## src/rtl/lrupr_pkg.sv

```systemverilog
// Shared types and constants for the LRU page replacement block.
`timescale 1ns / 1ps

package lrupr_pkg;

  // Fixed widths of the port fields
  localparam int unsigned PAGE_W  = 16;
  localparam int unsigned CFG_W   = 5;
  localparam int unsigned COUNT_W = 32;

  // Frames in use after reset
  localparam logic [CFG_W-1:0] CFG_RESET = 5'd16;

  // Scan control from the sequencer
  typedef struct packed {
    logic start;   // clear the captured flags for a new transaction
    logic check;   // RAM read data is valid for the checked frame
  } scan_ctl_t;

  // Flags captured by the scan
  typedef struct packed {
    logic found;   // page is resident
    logic free_v;  // at least one free frame seen
  } scan_res_t;

  // Recency update command to the frame lanes
  typedef struct packed {
    logic en;      // apply the update this cycle
    logic hit;     // age only ranks below the bound; otherwise age all
  } lane_upd_t;

endpackage

```

## src/rtl/lrupr_ram.sv

```systemverilog
// Generic single-write, single-read RAM with registered read data.
`timescale 1ns / 1ps

module lrupr_ram #(
  parameter int unsigned WIDTH = 16,
  parameter int unsigned DEPTH = 16
) (
  input  logic                     clk_i,
  input  logic                     we_i,
  input  logic [$clog2(DEPTH)-1:0] waddr_i,
  input  logic [WIDTH-1:0]         wdata_i,
  input  logic                     re_i,
  input  logic [$clog2(DEPTH)-1:0] raddr_i,
  output logic [WIDTH-1:0]         rdata_o
);

  logic [WIDTH-1:0] mem_q [DEPTH];

  // Write port
  always_ff @(posedge clk_i) begin
    if (we_i) begin
      mem_q[waddr_i] <= wdata_i;
    end
  end

  // Registered read port
  always_ff @(posedge clk_i) begin
    if (re_i) begin
      rdata_o <= mem_q[raddr_i];
    end
  end

endmodule

```

## src/rtl/lrupr_lanes.sv

```systemverilog
// Per-frame valid bits and recency ranks with a parallel aging update.
`timescale 1ns / 1ps

module lrupr_lanes #(
  parameter int unsigned MAX_FRAMES = 16,
  parameter int unsigned IW         = 4,
  parameter int unsigned RW         = 4
) (
  input  logic                    clk_i,
  input  logic                    rst_ni,
  input  lrupr_pkg::lane_upd_t    upd_i,
  input  logic [IW-1:0]           slot_i,
  input  logic [RW-1:0]           bound_i,
  input  logic [IW-1:0]           rd_idx_i,
  output logic                    rd_valid_o,
  output logic [RW-1:0]           rd_rank_o,
  output logic [MAX_FRAMES-1:0]   valid_o
);

  logic [MAX_FRAMES-1:0] valid_q;
  logic [RW-1:0]         rank_q [MAX_FRAMES];

  // Update every lane at once: install the slot as most recent, age the rest (on a hit only those below the bound)
  always_ff @(posedge clk_i or negedge rst_ni) begin
    if (!rst_ni) begin
      valid_q <= '0;
      for (int j = 0; j < MAX_FRAMES; j++) begin
        rank_q[j] <= '0;
      end
    end else if (upd_i.en) begin
      for (int j = 0; j < MAX_FRAMES; j++) begin
        if (IW'(j) == slot_i) begin
          valid_q[j] <= 1'b1;
          rank_q[j]  <= '0;
        end else if (valid_q[j] && (!upd_i.hit || (rank_q[j] < bound_i))) begin
          rank_q[j] <= rank_q[j] + RW'(1);
        end
      end
    end
  end

  // Read the frame under scan
  assign rd_valid_o = valid_q[rd_idx_i];
  assign rd_rank_o  = rank_q[rd_idx_i];
  assign valid_o    = valid_q;

endmodule

```

## src/rtl/lrupr_scan.sv

```systemverilog
// Shared page comparator and capture registers for the frame walk.
`timescale 1ns / 1ps

module lrupr_scan #(
  parameter int unsigned PW = 16,
  parameter int unsigned IW = 4,
  parameter int unsigned RW = 4
) (
  input  logic                  clk_i,
  input  logic                  rst_ni,
  input  lrupr_pkg::scan_ctl_t  ctl_i,
  input  logic [IW-1:0]         idx_i,
  input  logic [PW-1:0]         ram_page_i,
  input  logic                  lane_valid_i,
  input  logic [RW-1:0]         lane_rank_i,
  input  logic [PW-1:0]         page_i,
  input  logic [RW-1:0]         oldest_rank_i,
  output lrupr_pkg::scan_res_t  res_o,
  output logic [IW-1:0]         found_idx_o,
  output logic [RW-1:0]         found_rank_o,
  output logic [IW-1:0]         free_idx_o,
  output logic [IW-1:0]         evict_idx_o,
  output logic [PW-1:0]         evict_page_o
);

  lrupr_pkg::scan_res_t res_q;
  logic [IW-1:0] found_idx_q, free_idx_q, evict_idx_q;
  logic [RW-1:0] found_rank_q;
  logic [PW-1:0] evict_page_q;
  logic          match;
  logic          oldest;

  // One compare per cycle against the frame being checked
  assign match  = lane_valid_i && (ram_page_i == page_i);
  assign oldest = lane_valid_i && (lane_rank_i == oldest_rank_i);

  // Control flags: clear on start, set as frames are checked
  always_ff @(posedge clk_i or negedge rst_ni) begin
    if (!rst_ni) begin
      res_q <= '0;
    end else if (ctl_i.start) begin
      res_q <= '0;
    end else if (ctl_i.check) begin
      if (match) begin
        res_q.found <= 1'b1;
      end
      if (!lane_valid_i) begin
        res_q.free_v <= 1'b1;
      end
    end
  end

  // Capture the hit frame, the lowest free frame and the oldest frame
  always_ff @(posedge clk_i) begin
    if (ctl_i.check) begin
      if (match) begin
        found_idx_q  <= idx_i;
        found_rank_q <= lane_rank_i;
      end
      if (!lane_valid_i && !res_q.free_v) begin
        free_idx_q <= idx_i;
      end
      if (oldest) begin
        evict_idx_q  <= idx_i;
        evict_page_q <= ram_page_i;
      end
    end
  end

  assign res_o        = res_q;
  assign found_idx_o  = found_idx_q;
  assign found_rank_o = found_rank_q;
  assign free_idx_o   = free_idx_q;
  assign evict_idx_o  = evict_idx_q;
  assign evict_page_o = evict_page_q;

endmodule

```

## src/rtl/lru_page_replacement.sv

```systemverilog
// Fully associative page-frame store with least-recently-used replacement.
//
// Usage: each input transaction on in_valid_i/in_ready_o carries one
// referenced page number. The block answers with one result transaction on
// out_valid_o/out_ready_i: hit flag, evicted page (zero when none) and the
// saturating hit and miss totals after this access.
// Access flow: the page RAM is walked one frame per cycle through its single
// read port and one comparator, then an update step updates ranks, the RAM
// and the counters. in_ready_o is high only when no access is in flight, so
// a new access is accepted only after the last one leaves its update step.
// The result sits in an output register; the next access is accepted while
// it waits. If the receiver stalls, a finished access holds in its update
// cycle until the output register frees, so nothing is lost.
// The frames_in_use register is written on cfg_valid_i/cfg_ready_o, always
// ready; values of 0 act as 1 and values above MAX_FRAMES as MAX_FRAMES.
// Reset clears all valid bits, ranks, the resident count and the counters
// at once; no clearing pass is needed. Page RAM contents are not reset.
`timescale 1ns / 1ps

module lru_page_replacement #(
  parameter int unsigned MAX_FRAMES = 16,
  parameter int unsigned PAGE_BITS  = 16
) (
  input  logic                               clk_i,
  input  logic                               rst_ni,
  input  logic                               in_valid_i,
  output logic                               in_ready_o,
  input  logic [lrupr_pkg::PAGE_W-1:0]       page_number_i,
  output logic                               out_valid_o,
  input  logic                               out_ready_i,
  output logic                               hit_o,
  output logic                               evicted_valid_o,
  output logic [lrupr_pkg::PAGE_W-1:0]       evicted_page_o,
  output logic [lrupr_pkg::COUNT_W-1:0]      hit_count_o,
  output logic [lrupr_pkg::COUNT_W-1:0]      miss_count_o,
  input  logic                               cfg_valid_i,
  output logic                               cfg_ready_o,
  input  logic [lrupr_pkg::CFG_W-1:0]        frames_in_use_i
);

  localparam int unsigned PW = (PAGE_BITS < lrupr_pkg::PAGE_W) ? PAGE_BITS
                                                              : lrupr_pkg::PAGE_W;
  localparam int unsigned IW = $clog2(MAX_FRAMES);
  localparam int unsigned RW = $clog2(MAX_FRAMES);
  localparam int unsigned CW = $clog2(MAX_FRAMES + 1);
  localparam int unsigned CNT_W = lrupr_pkg::COUNT_W;

  // Sequencer states
  localparam logic [1:0] ST_IDLE = 2'd0;
  localparam logic [1:0] ST_SCAN = 2'd1;
  localparam logic [1:0] ST_LAST = 2'd2;
  localparam logic [1:0] ST_UPD  = 2'd3;

  logic [1:0]    state_q, state_d;
  logic [IW-1:0] cnt_q, cnt_d;
  logic          chk_q;
  logic [IW-1:0] chk_idx_q;
  logic [PW-1:0] page_q;
  logic [CW-1:0] rc_q;
  logic [lrupr_pkg::CFG_W-1:0] cfg_q;
  logic [CNT_W-1:0] hit_total_q, miss_total_q, hit_total_d, miss_total_d;

  logic                 out_valid_q;
  logic                 out_hit_q, out_ev_valid_q;
  logic [PW-1:0]        out_ev_page_q;
  logic [CNT_W-1:0]     out_hit_cnt_q, out_miss_cnt_q;

  logic [31:0]          limit;
  logic                 evict;
  logic                 finish;
  logic [IW-1:0]        slot;
  logic [PW-1:0]        ram_rdata;
  logic                 lane_valid;
  logic [RW-1:0]        lane_rank;
  logic [MAX_FRAMES-1:0] valid_vec;

  lrupr_pkg::scan_ctl_t scan_ctl;
  lrupr_pkg::scan_res_t scan_res;
  lrupr_pkg::lane_upd_t lane_upd;
  logic [IW-1:0] found_idx, free_idx, evict_idx;
  logic [RW-1:0] found_rank;
  logic [PW-1:0] evict_page;

  // Configuration register, always ready
  assign cfg_ready_o = 1'b1;
  always_ff @(posedge clk_i or negedge rst_ni) begin
    if (!rst_ni) begin
      cfg_q <= lrupr_pkg::CFG_RESET;
    end else if (cfg_valid_i) begin
      cfg_q <= frames_in_use_i;
    end
  end

  // Clamp the frame limit and decide between eviction and fill
  always_comb begin
    limit = 32'(cfg_q);
    if (limit == 32'd0) begin
      limit = 32'd1;
    end else if (limit > 32'(MAX_FRAMES)) begin
      limit = 32'(MAX_FRAMES);
    end
  end
  assign evict = 32'(rc_q) >= limit;

  // Update step completes when the output register can take the result
  assign finish = (state_q == ST_UPD) && (!out_valid_q || out_ready_i);
  assign in_ready_o = (state_q == ST_IDLE);

  // Sequencer
  always_comb begin
    state_d = state_q;
    cnt_d   = cnt_q;
    case (state_q)
      ST_IDLE: begin
        if (in_valid_i) begin
          state_d = ST_SCAN;
          cnt_d   = '0;
        end
      end
      ST_SCAN: begin
        cnt_d = cnt_q + IW'(1);
        if (cnt_q == IW'(MAX_FRAMES - 1)) begin
          state_d = ST_LAST;
        end
      end
      ST_LAST: begin
        state_d = ST_UPD;
      end
      ST_UPD: begin
        if (finish) begin
          state_d = ST_IDLE;
        end
      end
      default: begin
        state_d = ST_IDLE;
      end
    endcase
  end

  always_ff @(posedge clk_i or negedge rst_ni) begin
    if (!rst_ni) begin
      state_q <= ST_IDLE;
      cnt_q   <= '0;
      chk_q   <= 1'b0;
    end else begin
      state_q <= state_d;
      cnt_q   <= cnt_d;
      chk_q   <= (state_q == ST_SCAN);
    end
  end

  // Hold the page and track which frame the RAM data belongs to
  always_ff @(posedge clk_i) begin
    chk_idx_q <= cnt_q;
    if (in_valid_i && in_ready_o) begin
      page_q <= page_number_i[PW-1:0];
    end
  end

  // Page RAM: walked during the scan, written in the update step on a miss
  lrupr_ram #(
    .WIDTH (PW),
    .DEPTH (MAX_FRAMES)
  ) u_page_ram (
    .clk_i   (clk_i),
    .we_i    (finish && !scan_res.found),
    .waddr_i (slot),
    .wdata_i (page_q),
    .re_i    (state_q == ST_SCAN),
    .raddr_i (cnt_q),
    .rdata_o (ram_rdata)
  );

  // Scan control
  assign scan_ctl.start = in_valid_i && in_ready_o;
  assign scan_ctl.check = chk_q;

  lrupr_scan #(
    .PW (PW),
    .IW (IW),
    .RW (RW)
  ) u_scan (
    .clk_i         (clk_i),
    .rst_ni        (rst_ni),
    .ctl_i         (scan_ctl),
    .idx_i         (chk_idx_q),
    .ram_page_i    (ram_rdata),
    .lane_valid_i  (lane_valid),
    .lane_rank_i   (lane_rank),
    .page_i        (page_q),
    .oldest_rank_i (RW'(rc_q - CW'(1))),
    .res_o         (scan_res),
    .found_idx_o   (found_idx),
    .found_rank_o  (found_rank),
    .free_idx_o    (free_idx),
    .evict_idx_o   (evict_idx),
    .evict_page_o  (evict_page)
  );

  // Pick the frame that becomes most recent
  always_comb begin
    if (scan_res.found) begin
      slot = found_idx;
    end else if (evict) begin
      slot = evict_idx;
    end else begin
      slot = free_idx;
    end
  end

  assign lane_upd.en  = finish;
  assign lane_upd.hit = scan_res.found;

  lrupr_lanes #(
    .MAX_FRAMES (MAX_FRAMES),
    .IW         (IW),
    .RW         (RW)
  ) u_lanes (
    .clk_i      (clk_i),
    .rst_ni     (rst_ni),
    .upd_i      (lane_upd),
    .slot_i     (slot),
    .bound_i    (found_rank),
    .rd_idx_i   (chk_idx_q),
    .rd_valid_o (lane_valid),
    .rd_rank_o  (lane_rank),
    .valid_o    (valid_vec)
  );

  // Saturating counters
  always_comb begin
    hit_total_d  = hit_total_q;
    miss_total_d = miss_total_q;
    if (scan_res.found) begin
      if (hit_total_q != '1) begin
        hit_total_d = hit_total_q + CNT_W'(1);
      end
    end else if (miss_total_q != '1) begin
      miss_total_d = miss_total_q + CNT_W'(1);
    end
  end

  always_ff @(posedge clk_i or negedge rst_ni) begin
    if (!rst_ni) begin
      hit_total_q  <= '0;
      miss_total_q <= '0;
      rc_q         <= '0;
    end else if (finish) begin
      hit_total_q  <= hit_total_d;
      miss_total_q <= miss_total_d;
      if (!scan_res.found && !evict) begin
        rc_q <= rc_q + CW'(1);
      end
    end
  end

  // Output register: load on finish, drop once the receiver takes it
  always_ff @(posedge clk_i or negedge rst_ni) begin
    if (!rst_ni) begin
      out_valid_q <= 1'b0;
    end else if (finish) begin
      out_valid_q <= 1'b1;
    end else if (out_ready_i) begin
      out_valid_q <= 1'b0;
    end
  end

  always_ff @(posedge clk_i) begin
    if (finish) begin
      out_hit_q      <= scan_res.found;
      out_ev_valid_q <= !scan_res.found && evict;
      out_ev_page_q  <= (!scan_res.found && evict) ? evict_page : '0;
      out_hit_cnt_q  <= hit_total_d;
      out_miss_cnt_q <= miss_total_d;
    end
  end

  assign out_valid_o     = out_valid_q;
  assign hit_o           = out_hit_q;
  assign evicted_valid_o = out_ev_valid_q;
  assign evicted_page_o  = lrupr_pkg::PAGE_W'(out_ev_page_q);
  assign hit_count_o     = out_hit_cnt_q;
  assign miss_count_o    = out_miss_cnt_q;

  // Resident count always matches the number of valid frames
  a_rc_matches_valid: assert property (@(posedge clk_i) disable iff (!rst_ni)
    32'($countones(valid_vec)) == 32'(rc_q))
    else $error("resident count does not match valid frames");

  // A fill without eviction always finds a free frame
  a_fill_has_free: assert property (@(posedge clk_i) disable iff (!rst_ni)
    (finish && !scan_res.found && !evict) |-> scan_res.free_v)
    else $error("fill with no free frame");

  // A new result only appears after an update step
  a_result_after_update: assert property (@(posedge clk_i) disable iff (!rst_ni)
    $rose(out_valid_q) |-> $past(state_q == ST_UPD))
    else $error("result without update step");

  // A hit never reports an eviction
  a_hit_no_evict: assert property (@(posedge clk_i) disable iff (!rst_ni)
    finish |=> (!out_hit_q || !out_ev_valid_q))
    else $error("hit reported with eviction");

endmodule

```

## config.mk

```make
export PLATFORM = sky130hd
export DESIGN_NAME = lru_page_replacement
export DESIGN_NICKNAME = d
export VERILOG_FILES = /design/src/rtl/lrupr_pkg.sv /design/src/rtl/lrupr_ram.sv /design/src/rtl/lrupr_lanes.sv /design/src/rtl/lrupr_scan.sv /design/src/rtl/lru_page_replacement.sv
export SDC_FILE = /design/constraint.sdc
export NUM_CORES = 1
export LEC_CHECK = 0
export BUFFER_PORTS_ARGS = -buffer_cell sky130_fd_sc_hd__buf_2
export CAP_MARGIN = 20
export CORE_MARGIN = 8
export CORE_UTILIZATION = 30
export CTS_CLUSTER_DIAMETER = 40
export CTS_CLUSTER_SIZE = 20
export DETAILED_ROUTE_END_ITERATION = 16
export PLACE_DENSITY = 0.51
export REMOVE_ABC_BUFFERS = 1
export SYNTH_ARGS = -nofsm -noshare
export SYNTH_HDL_FRONTEND = slang
export SYNTH_HIERARCHICAL = 1
export SYNTH_SLANG_ARGS = --single-unit
```

## constraint.sdc

```tcl
create_clock -name clk_i -period 6.8 [get_ports clk_i]
set_input_delay 0.34 -clock clk_i [delete_from_list [all_inputs] [get_ports clk_i]]
set_output_delay 0.34 -clock clk_i [all_outputs]
set_load 0.01 [all_outputs]
```

# [Word level (Yosys, flattened, before mapping)]
# Memory sizes are Yosys's and may differ from the RTL's. A register that Yosys moved wholly into a read port is not among the register bits.
# Cells that the tools add are included.
[totals] mem_bits_rw=256 register_bits=298 n_memories=1 output_inout_bits=85 latch_bits=0 romBits=0
[mem_list] name="u_page_ram.mem_q" depth=16 word_bits=16 rd=1 rd_clocked_by_memory_dff=1 wr=1 line_no="lrupr_ram.sv:17" text="logic [WIDTH-1:0] mem_q [DEPTH];"
[op_classes] n_reduce_logical=109 multipliers=0 n_eq_ne=27 mux=59 n_lt_le_gt_ge=20 n_shift=0 bitwise_logic=1 addsub=21 div_mod_pow=0
[op_table] op="two-way mux 32 bit" count=5
[op_table] op="two-way mux 4 bit" count=37
[op_table] op="AND reduction 2 bit" count=39
[op_table] op="adder 4 x 1 -> 4 bit, second input constant" count=17
[op_table] op="adder 32 x 1 -> 32 bit, second input constant" count=2
[op_table] op="less-than comparator 4 bit" count=16
[op_table] op="inequality test 32 bit, second input constant" count=2
[op_table] op="nonzero test 2 bit" count=20
[op_table] op="equality test 4 bit, first input constant" count=8
[op_table] op="greater-or-equal comparator 5 x 32 -> 1 bit" count=1
[op_table] op="logical AND 1 bit" count=24
[op_table] op="logical OR 1 bit" count=17
[op_table] op="binary-select mux 4 bit (select 4 bit)" count=1
[op_table] op="equality test 16 bit" count=1
[op_table] op="equality test 3 x 4 -> 1 bit, first input constant" count=4
[op_table] op="two-way mux 2 bit" count=5
[op_table] op="equality test 2 x 4 -> 1 bit, first input constant" count=2
[op_table] op="inequality test 2 bit, second input constant" count=4
[op_table] op="case mux 2 bit (4 select lines)" count=1
[op_table] op="case mux 4 bit (2 select lines)" count=1
[op_table] op="two-way mux 1 bit" count=7
[op_table] op="adder 5 x 1 -> 5 bit, second input constant" count=1
[op_table] op="greater-or-equal comparator 5 bit, second input constant" count=1
[op_table] op="> comparator 5 bit, second input constant" count=1
[op_table] op="other kinds (15)" count=20

# [Longest topological paths before layout]
# Gate-level depths: netlist (run 1).
[depth] word_depth=9 ltp_mapped=14

# [Modules after synthesis]
# The synthesis (run 1) kept the hierarchy.
[by_module_without_submodules] mod="lrupr_ram" seq_area_each_um2=8167.8 cells_each=432 instances=1 area_each_um2=10202.3
[by_module_without_submodules] mod="lru_page_replacement" seq_area_each_um2=5076.1 cells_each=713 instances=1 area_each_um2=8543.2
[by_module_without_submodules] mod="lrupr_lanes" seq_area_each_um2=2001.9 cells_each=541 instances=1 area_each_um2=5934.4
[by_module_without_submodules] mod="lrupr_scan" seq_area_each_um2=1011.0 cells_each=75 instances=1 area_each_um2=1313.8

# [Worst setup path after synthesis (run 1)]
# OpenSTA, ideal clock, no wires.
[synth_timing] path_kind="reg2reg" startpoint="register state_q[0]" endpoint="memory u_page_ram.mem_q[0][0], enable pin" setup_slack_ns=1.571 path_stages_with_launch=9 arrival_ns=4.820 n_path_buf=1 cell_sequence="dfrtp_1 -> ha_1 -> nand2_1 -> inv_1 -> nand2_1 -> clkinv_1 -> buf_1 -> or3b_2 -> nor3_1"
[synth_via] elab_chain_cells=5
[synth_rtl] item="start, declared" line_no="lru_page_replacement.sv:54" text="logic [1:0] state_q, state_d;"
[synth_rtl] item="start signal, assigned" line_no="lru_page_replacement.sv:146" text="state_q <= state_d;"
[synth_rtl] item="equality test 2 bit" line_no="lru_page_replacement.sv:106" text="assign finish = (state_q == ST_UPD) && (!out_valid_q || out_ready_i);"
[synth_rtl] item="logical AND 1 bit" line_no="lru_page_replacement.sv:106"
[synth_rtl] item="via finish" line_no="lru_page_replacement.sv:70" text="logic finish;"
[synth_rtl] item="logical AND 1 bit" line_no="lru_page_replacement.sv:166" text=".we_i (finish && !scan_res.found),"
[synth_rtl] item="two-way mux 1 bit" line_no="lrupr_ram.sv:21" text="if (we_i) begin"
[synth_rtl] item="two-way mux 1 bit (implied by the code)" line_no="lrupr_ram.sv:22" text="mem_q[waddr_i] <= wdata_i;"
[synth_rtl] item="end, declared" line_no="lrupr_ram.sv:17"
# The timed path passes the listed nets, and every way through them passes these cells.

# [Worst setup path after layout (run 1)]
[layout_timing] startpoint="register cfg_q[1] (netlist bit)" endpoint="register u_lanes/rank_q[38] (netlist bit)"
[layout_via] elab_chain_cells=9 word_cells_on_any_way=11 cone_classes="2 x order compare; 1 x eq/ne; 5 x mux; 3 x reduce/logical"
[layout_rtl] item="start, declared" line_no="lru_page_replacement.sv:60" text="logic [lrupr_pkg::CFG_W-1:0] cfg_q;"
[layout_rtl] item="start signal, assigned" line_no="lru_page_replacement.sv:88" text="cfg_q <= lrupr_pkg::CFG_RESET;"
[layout_rtl] item="start signal, assigned" line_no="lru_page_replacement.sv:90" text="cfg_q <= frames_in_use_i;"
[layout_rtl] item="> comparator 5 bit" line_no="lru_page_replacement.sv:99" text="end else if (limit > 32'(MAX_FRAMES)) begin"
[layout_rtl] item="two-way mux 5 bit" line_no="lru_page_replacement.sv:99"
[layout_rtl] item="two-way mux 32 bit *" line_no="lru_page_replacement.sv:97" text="if (limit == 32'd0) begin"
[layout_rtl] item="greater-or-equal comparator 5 x 32 -> 1 bit *" line_no="lru_page_replacement.sv:103" text="assign evict = 32'(rc_q) >= limit;"
[layout_rtl] item="two-way mux 4 bit *" line_no="lru_page_replacement.sv:204" text="end else if (evict) begin"
[layout_rtl] item="two-way mux 4 bit *" line_no="lru_page_replacement.sv:202" text="if (scan_res.found) begin"
[layout_rtl] item="via slot[0]" line_no="lru_page_replacement.sv:71" text="logic [IW-1:0] slot;"
[layout_rtl] item="equality test 3 x 4 -> 1 bit *" line_no="lrupr_lanes.sv:32" text="if (IW'(j) == slot_i) begin"
[layout_rtl] item="nonzero test 2 bit (no line)"
[layout_rtl] item="AND reduction 2 bit (no line)"
[layout_rtl] item="end signal, assigned by index" line_no="lrupr_lanes.sv:36" text="rank_q[j] <= rank_q[j] + RW'(1);"
[layout_rtl] item="end, declared" line_no="lrupr_lanes.sv:21" text="logic [RW-1:0] rank_q [MAX_FRAMES];"
# The timed path passes the listed nets; every way through them passes the cells marked *.
# A chain may end at the register's enable or synchronous reset.

==> flow_summary.toml, run 1 <==
[outcome]
status = "finished, final reports clean"

[sta]
worstMarginPinSlew_ps = 1080
setup_viol = 0
fmax_mhz = 272
drv_slew = 0
fin_crit_ps = 3680
grt_setup_unrepaired = "no"
period_share_pct = 54.1
fin_tns_setup_ps = 0
finalHoldViolCount = 0
clock_skew_ps = 63.2
max_slew_margin_pct = 27.9

[die]
core_area_um2 = 86300
die_y_um = 310
die_area_um2 = 96300
start_util_pct = 30.1
die_w_um = 310
ios = 111
num_rows = 108

[clock_network]
cts_setup_buffers = 0
clk_pin_slew_ps = 50
cts_max_level = 3
cts_buffers = 94
clk_latency_ps = 650
cts_buffer_depth = 3
cts.sinks = 570
cts_root_buf = "clkbuf_16"
cts_tree = "yes"

[setup_path]
critPathCaptureType = "register"
r2r_slack_ps = 3120
arrival_ps = 4210
worstPathMaxFanout = 12
required_ps = 7330
crit_type = "reg2reg"
crit_path_start_kind = "register"

[synthesis]
postSynthCellCount = 1761
synth.avg_cell_area_um2 = 14.8
synth_edf_count = 402
ys_async_sr_fraction_pct = 28.8
yosys_register_bits = 570
ys_seq_area_share_pct = 62.5
ys_types = 74
syn_area_um2 = 26000
synth_ff_type = "edfxtp_1"
yosysWarnings = 6

[cells_and_area]
final_area_um2 = 31500
layout.nets = 2057
drive_gt1_share_pct = 21.1
syn2layout_area_growth_pct = 21.0
layout_commonest_cell = "edfxtp_1"
fillers = 8115
mostFrequentLayoutCells = "edfxtp_1, dfrtp_1, xnor2_1"
utilization_pct = 36.4

[route]
via_per_inst = 5.01
first_iter_violations = 1107
dr_total_vias = 16000
drc_errors = 0
top_layer_used = "met4"
wl_met3_mm = 3.93
wl_met1_mm = 29.4
post_drt_wl_per_cell_um = 20.5
drt_first_pass_iters = 7
routed_wirelength_mm = 65.3
drt.antenna.violating_nets = 0
wl_met2_mm = 30.5

[global_routing]
grt.total_usage_pct = 13.5
grt_max_degree = 95
grt.overflow.total = 0
grt_pass1_vias = 16500
antenna_found_initial = 0
grt_pass1_wl_mm = 101

[power]
ir_drop_uv = 204
power.leakage_nw = 11.7
power.density_nw_per_um2 = 390

[place]
gp_congestion = 0.782
place_area_um2 = 27900
io_buffers = 109
dp_hpwl_mm = 40.4

[hold_path]
hold_path_class = "in2reg"

[run]
drv_cap = 0
[Yosys cell counts, types with 32 or more instances]
| library cell | number | area, µm² |
|---|---|---|
| edfxtp_1 | 402 | 12100 |
| dfrtp_1 | 163 | 4080 |
| xnor2_1 | 115 | 1010 |
| nand2_1 | 109 | 409 |
| ha_1 | 78 | 976 |
| mux4_2 | 63 | 1420 |
| nand3_1 | 63 | 315 |
| nor2_1 | 59 | 221 |
| xor2_1 | 51 | 447 |
| nand4_1 | 43 | 269 |
| o21ai_0 | 40 | 200 |
| and2_1 | 37 | 231 |
| nor2b_1 | 37 | 231 |
| a21oi_1 | 35 | 175 |
| a22o_1 | 33 | 289 |
| inv_1 | 33 | 124 |
| o211ai_1 | 33 | 248 |
| a22oi_1 | 32 | 240 |
[worst paths after layout]
kind / start / endpoint / cells after the start
hold reg to reg: u_page_ram/rdata_o[10] / u_scan/evict_page_o[10] / 0
setup reg to reg: cfg_q[1] / u_lanes/rank_q[38] / 13
hold / removal: in_valid_i / cnt_q[3] / 4
min in group asynchronous: rst_ni / hit_total_q[6] / 2
max in group asynchronous: rst_ni / u_lanes/rank_q[16] / 3
setup / recovery: cfg_q[1] / u_lanes/rank_q[38] / 13
[report_power, final]
group / leakage, nW / total (mW) / switching (mW) / internal [mW]
sequential: 5.93 / 4.88 / 0.499 / 4.38
clock: 1.58 / 4.82 / 1.80 / 3.02
combinational: 4.16 / 2.57 / 1.51 / 1.06
[layout make-up]
class	instances	area, µm²	share of cell area, %
sequential	570	16300	51.7
antenna	1	2.50	0.00796
tap	1155	1450	4.60
timing repair buffer	167	1080	3.43
multi-input combinational	1086	9260	29.4
inverter	34	130	0.414
clock buffer	109	2490	7.92
clock inverter	66	782	2.49
[state kept, by name, summed over array words and instances (netlist names), 16 cells and up]
| name | flops |
|---|---|
| u_page_ram/mem_q | 256 |
| hit_count_o | 32 |
| page_q | 16 |
| miss_count_o | 32 |
| hit_total_q | 32 |
| u_lanes/valid_o | 16 |
| miss_total_q | 32 |
| u_lanes/rank_q | 64 |
| u_page_ram/rdata_o | 16 |
| u_scan/evict_page_o | 16 |
| evicted_page_o | 16 |
[per-layer routing]
metal / GRT usage [%] / vias up
met5: 0 / -
met4: 4.00 / 0
met3: 2.77 / 104
met2: 21.8 / 460
met1: 18.2 / 8178
li1: - / 7238
[critical path: stages (launching register included)]
cell	delay [ps]
dfrtp_1	390
nor3_1	220
nor2_1	60
nor2_1	110
ha_1	230
nand2b_1	130
a21oi_1	180
o21a_1	250
o21ai_0	130
a31oi_1	440
nand2b_1	590
o21ai_0	230
a2111oi_0	430
a221o_1	160
[repair_timing]
item / 4_1_cts / 5_1_grt
endpoints found under the hold margin: 113 / 0
hold buffers: 23 / 0
resized for setup: 0 / 0
[cell families (layout without fill, tap and decap cells)]
| kind of cell | count (synthesis) | count (layout) | synth area share (%) |
|---|---|---|---|
| AO/OA/AOI/OAI | 261 | 261 | 7.27 |
| XOR/XNOR | 166 | 166 | 5.59 |
| adder cells (fa/ha/maj) | 78 | 78 | 3.75 |
| buffers and inverters | 105 | 376 | 2.02 |
| flip-flops | 570 | 570 | 62.5 |
| multiplexers | 113 | 113 | 9.12 |
| other | 1 | 2 | 0.0144 |
| AND/OR/NAND/NOR | 467 | 467 | 9.68 |
[per-stage QoR]
| step | total power [mW] | hold WS [ps] | instances | worst slack (ps) |
|---|---|---|---|---|
| 4_1_cts | 12.4 | 25.4 | 3184 | 2500 |
| 3_3_place_gp | 7.44 | 464 | 2983 | 2570 |
| 5_1_grt | 12.9 | 67.6 | 3187 | 2690 |
| 2_1_floorplan | 6.47 | 44.4 | 1690 | 845 |
| 3_5_place_dp | 7.51 | 464 | 2986 | 2510 |
| 6_report | 12.3 | 68.3 | 3188 | 3120 |
Power figures use the tool's default switching activity.
==> inputs of run 2 (changes only) <==
==> constraint.sdc (replaced) <==
create_clock -name clk_i -period 3.5 [get_ports clk_i]
set_input_delay 0.175 -clock clk_i [delete_from_list [all_inputs] [get_ports clk_i]]
set_output_delay 0.175 -clock clk_i [all_outputs]
set_load 0.01 [all_outputs]
==> run 2 against run 1 <==
Net effect:
- maximum frequency rose by 10%
- die area is the same
- hold slack better by 76 ps
- sequential cell count unchanged
- non-clock buffer count is 52 higher
- worst setup slack got worse by 3000 ps
- clock skew increased by 9.4 ps
- first-iteration DRC count up 9.7%
- global-route usage down 0.11 points
- cell count grew 1.8%
- sequential share of layout area is 1.2 points lower
==> flow_summary.toml, run 2 (synthesis gave the netlist of run 1 again) <==
[place]
io_buffers = 109
dp_hpwl_mm = 42.6
place_inst = 3029
gp_congestion = 0.777

[setup_path]
r2r_slack_ps = 170
crit_start = "cfg_q[1]"
critPathCaptureType = "register"
crit_type = "reg2reg"
r2r_end = "u_lanes/rank_q[38]"
worstPathMaxFanout = 15
crit_cells = 14
crit_buf_inv = 1
required_ps = 4060
arrival_ps = 3890
ff2ff_path_depth = 14
crit_family = "compound AO/OA/AOI/OAI gates"
crit_path_cell_trace = "nor3_1 > nor2_1 > nor2_1 > ha_1 > nand2b_1 > a21oi_1 > o21a_2 > o21ai_0 > a31oi_1 > buf_6 > nand2b_1 > o21ai_0 > a2111oi_0 > a221o_1"
crit_path_start_kind = "register"
crit_end = "u_lanes/rank_q[38]"
rr_startpoint = "cfg_q[1]"
cpMaxStageDelayCell = "a2111oi_0"
max_stage_delay_ps = 460

[power]
power.density_nw_per_um2 = 764
ir_drop_uv = 452
total_power_mw = 24.6
power.leakage_nw = 12.0

[route]
drt_first_pass_iters = 5
post_drt_wl_per_cell_um = 20.0
drt.antenna.violating_nets = 0
routed_wirelength_mm = 65.0
via_per_inst = 4.97
dr_total_vias = 16100
drc_errors = 0
first_iter_violations = 1214

[global_routing]
grt_pass1_wl_mm = 100
antenna_found_initial = 0
grt_max_degree = 76
grt_pass1_vias = 16700
grt.overflow.total = 0
grt.total_usage_pct = 13.4

[cells_and_area]
seq_area_um2 = 16300
multiInputGateArea_um2 = 9300
largest_reg_flops = 256
stdcell_count = 3245
largestRegisters = "u_page_ram/mem_q (256), u_lanes/rank_q (64)"
mostFrequentLayoutCells = "edfxtp_1, dfrtp_1, xnor2_1"
syn2layout_area_growth_pct = 23.9
layout.nets = 2111
drive_gt1_share_pct = 23.2
regMostFlops = "u_page_ram/mem_q"
fillers = 8107
layout_commonest_cell = "edfxtp_1"

[sta]
clock_skew_ps = 72.6
fin_tns_setup_ps = 0
setup_viol = 0
drv_slew = 0
period_share_pct = 95.2
fmax_mhz = 300
grt_setup_unrepaired = "yes"
fin_crit_ps = 3330
fin_hold_ws_ps = 144
finalHoldViolCount = 0
max_slew_margin_pct = 30.0
worstMarginPinSlew_ps = 1050

[clock_network]
cts_max_level = 3
clk_latency_ps = 660
cts_tree = "yes"
cts_buffer_depth = 3
clk_pin_slew_ps = 50
cts_root_buf = "clkbuf_16"
cts.sinks = 570
cts_buffers = 96

[die]
num_rows = 108
die_y_um = 310
core_area_um2 = 86300
die_w_um = 310
start_util_pct = 30.1
ios = 111
die_area_um2 = 96300

[hold_path]
hold_path_class = "in2async"

[outcome]
status = "finished, final reports clean"

[run]
drv_cap = 0
==> run 2: cell types whose count changed in the layout (fill, tap and decap cells not counted), moves of 3 or more <==
cell,before,now
clkbuf_1,8,12
buf_4,32,64
inv_8,1,4
bufinv_16,9,12
dlygate4sd3_1,23,29
buf_12,0,14
o21ai_1,1,4
o21ai_0,40,36
==> run 2: stage by stage <==
stage	instance area (µm²)	utilization [%]	setup slack, ps
detailed placement	28400	32.9	7.24
floorplan	25600	-	-2460
global placement	28400	32.9	81.8
finish	32200	37.3	166
global route	32200	37.3	-127
CTS	32100	37.2	117
==> run 2: where the power goes <==
part | total (mW) | switching (mW) | leakage (nW) | internal [mW]
sequential | 9.45 | 0.946 | 5.93 | 8.50
combinational | 5.46 | 3.13 | 4.46 | 2.33
clock | 9.70 | 3.51 | 1.65 | 6.19
total | 24.6 | 7.59 | 12.0 | 17.0
==> run 2: final cells by class <==
| type | instances | share of cell area (%) |
|---|---|---|
| sequential | 570 | 50.5 |
| inverter | 34 | 0.404 |
| timing repair buffer | 219 | 5.09 |
| tap | 1155 | 4.49 |
| multi-input combinational | 1086 | 28.9 |
| clock buffer | 114 | 7.89 |
| clock inverter | 66 | 2.71 |
| antenna | 1 | 0.00777 |
==> run 2: what timing repair did <==
action,in CTS,in global routing
resized for setup,1,18
setup buffers,0,6
pin swaps,0,2
hold buffers,29,0
endpoints found under the hold margin,95,0
endpoints found under the setup margin,3,238
==> run 2: worst min-delay path by stage <==
stage	startpoint	end	slack [ps]	cells past startpoint
2_1_floorplan	rst_ni	cfg_q[0]	-120	0
3_3_place_gp	rst_ni	hit_total_q[6]	260	1
3_5_place_dp	rst_ni	hit_total_q[8]	270	1
4_1_cts	rst_ni	u_lanes/rank_q[42]	160	2
5_1_grt	rst_ni	hit_total_q[6]	200	2
6_report	rst_ni	hit_total_q[6]	140	2
==> run 2: layer usage <==
| metal | wire [µm] | track usage, % |
|---|---|---|
| met3 | 4100 | 3.01 |
| met4 | 1200 | 3.76 |
| met5 | 0 | 0 |
| met1 | 29600 | 18.3 |
| met2 | 30200 | 21.4 |
==> inputs of run 3 (changes only) <==
--- a/config.mk
+++ b/config.mk
@@ -5,14 +5,14 @@
 export SDC_FILE = /design/constraint.sdc
 export NUM_CORES = 1
 export LEC_CHECK = 0
-export BUFFER_PORTS_ARGS = -buffer_cell sky130_fd_sc_hd__buf_2
 export CAP_MARGIN = 20
 export CORE_MARGIN = 8
 export CORE_UTILIZATION = 30
 export CTS_CLUSTER_DIAMETER = 40
 export CTS_CLUSTER_SIZE = 20
 export DETAILED_ROUTE_END_ITERATION = 16
-export PLACE_DENSITY = 0.51
+export DONT_BUFFER_PORTS = 1
+export PLACE_DENSITY = 0.46
 export REMOVE_ABC_BUFFERS = 1
 export SYNTH_ARGS = -nofsm -noshare
 export SYNTH_HDL_FRONTEND = slang
==> run 3 against run 2 <==
Net effect:
- final area is 1.8% lower
- clock power is 1% higher
- critical endpoint is now u_page_ram/mem_q[10][2]
- highest routed layer unchanged
- utilization is 0.68 points lower
- largest power group unchanged
- the flow now finishes with violations (hold timing)
==> flow_summary.toml, run 3 (synthesis gave the netlist of run 1 again) <==
[cells_and_area]
syn2layout_area_growth_pct = 21.6
layout.nets = 1990
layout_commonest_cell = "edfxtp_1"
mostFrequentLayoutCells = "edfxtp_1, dfrtp_1, xnor2_1"
regMostFlops = "u_page_ram/mem_q"
stdcell_count = 3125
final_area_um2 = 31600
num_antenna_cells = 0
drive_gt1_share_pct = 19.8
largestRegisters = "u_page_ram/mem_q (256), u_lanes/rank_q (64)"
largest_reg_flops = 256

[setup_path]
worstPathMaxFanout = 16
crit_path_start_kind = "register"
crit_type = "reg2reg"
arrival_ps = 3560
critPathCaptureType = "register"
required_ps = 3840

[run]
drv_cap = 0

[sta]
finalHoldViolCount = 164
fin_tns_setup_ps = 0
drv_slew = 0
max_slew_margin_pct = 25.2
fmax_mhz = 310
worstMarginPinSlew_ps = 1120
setup_viol = 0
fin_crit_ps = 3220
grt_setup_unrepaired = "yes"
period_share_pct = 92.0
fin_hold_ws_ps = -754
clock_skew_ps = 66.4

[route]
drt_first_pass_iters = 5
dr_total_vias = 15700
drt.antenna.violating_nets = 0
drc_errors = 0
post_drt_wl_per_cell_um = 21.3
routed_wirelength_mm = 66.5
first_iter_violations = 1067
via_per_inst = 5.02

[global_routing]
grt.overflow.total = 0
antenna_found_initial = 1
grt.total_usage_pct = 13.7
grt_pass1_wl_mm = 101
grt_max_degree = 165
grt_pass1_vias = 16200

[power]
switching_share_pct = 31.3
total_power_mw = 24.5
ir_drop_uv = 364
power.leakage_nw = 11.5
p_int_mw = 16.8
power_frac_seq_pct = 39.0
power.density_nw_per_um2 = 775
clockPowerShare_pct = 40.0
comb_power_share_pct = 21.0
p_switching_mw = 7.67

[die]
die_w_um = 310
start_util_pct = 30.1
num_rows = 108
die_area_um2 = 96300
core_area_um2 = 86300
ios = 111
die_y_um = 310

[clock_network]
cts_tree = "yes"
clk_pin_slew_ps = 60
hold_buffers = 24
cts.sinks = 570
cts_root_buf = "clkbuf_16"
cts_buffer_depth = 3
cts_buffers = 99
cts_max_level = 3
clk_latency_ps = 670

[place]
place_area_um2 = 27800
io_buffers = 0
place_inst = 2913
gp_congestion = 0.765
dp_hpwl_mm = 42.0

[outcome]
failed_checks = "hold timing"
status = "finished with violations"

[hold_path]
hold_path_class = "in2async"
[run 3: cell count changes in the layout (fill, tap and decap cells not counted), moves of 5 or more]
cell	previous run	this run
clkinv_4	6	15
buf_4	64	53
nor2_1	56	47
dlygate4sd3_1	29	24
clkinvlp_4	5	12
clkbuf_1	12	5
buf_2	108	0
nor2_2	3	12
[run 3: area by class of cell]
class	instances	area, µm²
Clock buffer	106	2530
Clock inverter	79	946
Fill cell	8178	54700
Inverter	34	130
Multi-Input combinational cell	1086	9330
Sequential cell	570	16300
Tap cell	1155	1450
Timing Repair Buffer	95	963
[run 3: critical path, cell delays in order (launching register included)]
cell and delay (ps):
dfrtp_1 400, nor3_1 200, nor2_1 60, nor2_1 110, ha_1 230, nand2b_1 160
a21oi_2 170, o21a_2 190, o21ai_0 120, a31oi_2 340, buf_4 170, buf_4 150
nand2b_1 190, nor2_2 180, buf_12 220
[run 3: per-layer routing]
metal | vias up | share of wire, % | global-route usage (%)
met3 | 116 | 5.2 | 2.92
met1 | 8012 | 45 | 18.5
met2 | 415 | 47 | 22.0
met5 | - | 0 | 0
li1 | 7130 | - | -
met4 | 0 | 2.3 | 4.53
[run 3: worst paths after layout]
kind	start	endpoint	slack [ps]	depth (start not counted)
max in group asynchronous	rst_ni	cnt_q[0]	3760	0
worst min register to register	u_page_ram/rdata_o[12]	u_scan/evict_page_o[12]	470	0
worst min-delay path	rst_ni	u_lanes/rank_q[52]	-750	0
min in group clk_i	in_valid_i	u_scan/res_o[0]	120	3
worst max-delay path	cfg_q[1]	u_page_ram/mem_q[10][2]	280	14
worst max register to register	cfg_q[1]	u_page_ram/mem_q[10][2]	280	14
[run 3: what timing repair did]
| item | 4_1_cts | 5_1_grt |
|---|---|---|
| endpoints found under the hold margin | 192 | 164 |
| resized for setup | 0 | 25 |
| buffers inserted | 0 | 3 |
| setup endpoints to repair | 0 | 302 |
[run 3: power by group through the flow]
stage | logic, mW | clock network (mW) | registers [mW]
after floorplan | 3.07 | 0 | 9.51
after global placement | 4.98 | 0 | 9.67
after detailed placement | 5.08 | 0 | 9.68
after CTS | 5.13 | 10.1 | 9.58
after global routing | 5.67 | 10.4 | 9.69
final | 5.16 | 9.80 | 9.55
[run 3: per-stage QoR]
step / utilization (%) / setup slack [ps]
after floorplan: - / -2460
after global placement: 32.2 / 169
after detailed placement: 32.2 / 126
after CTS: 36.5 / 67.9
after global routing: 36.6 / 3.65
final: 36.6 / 279
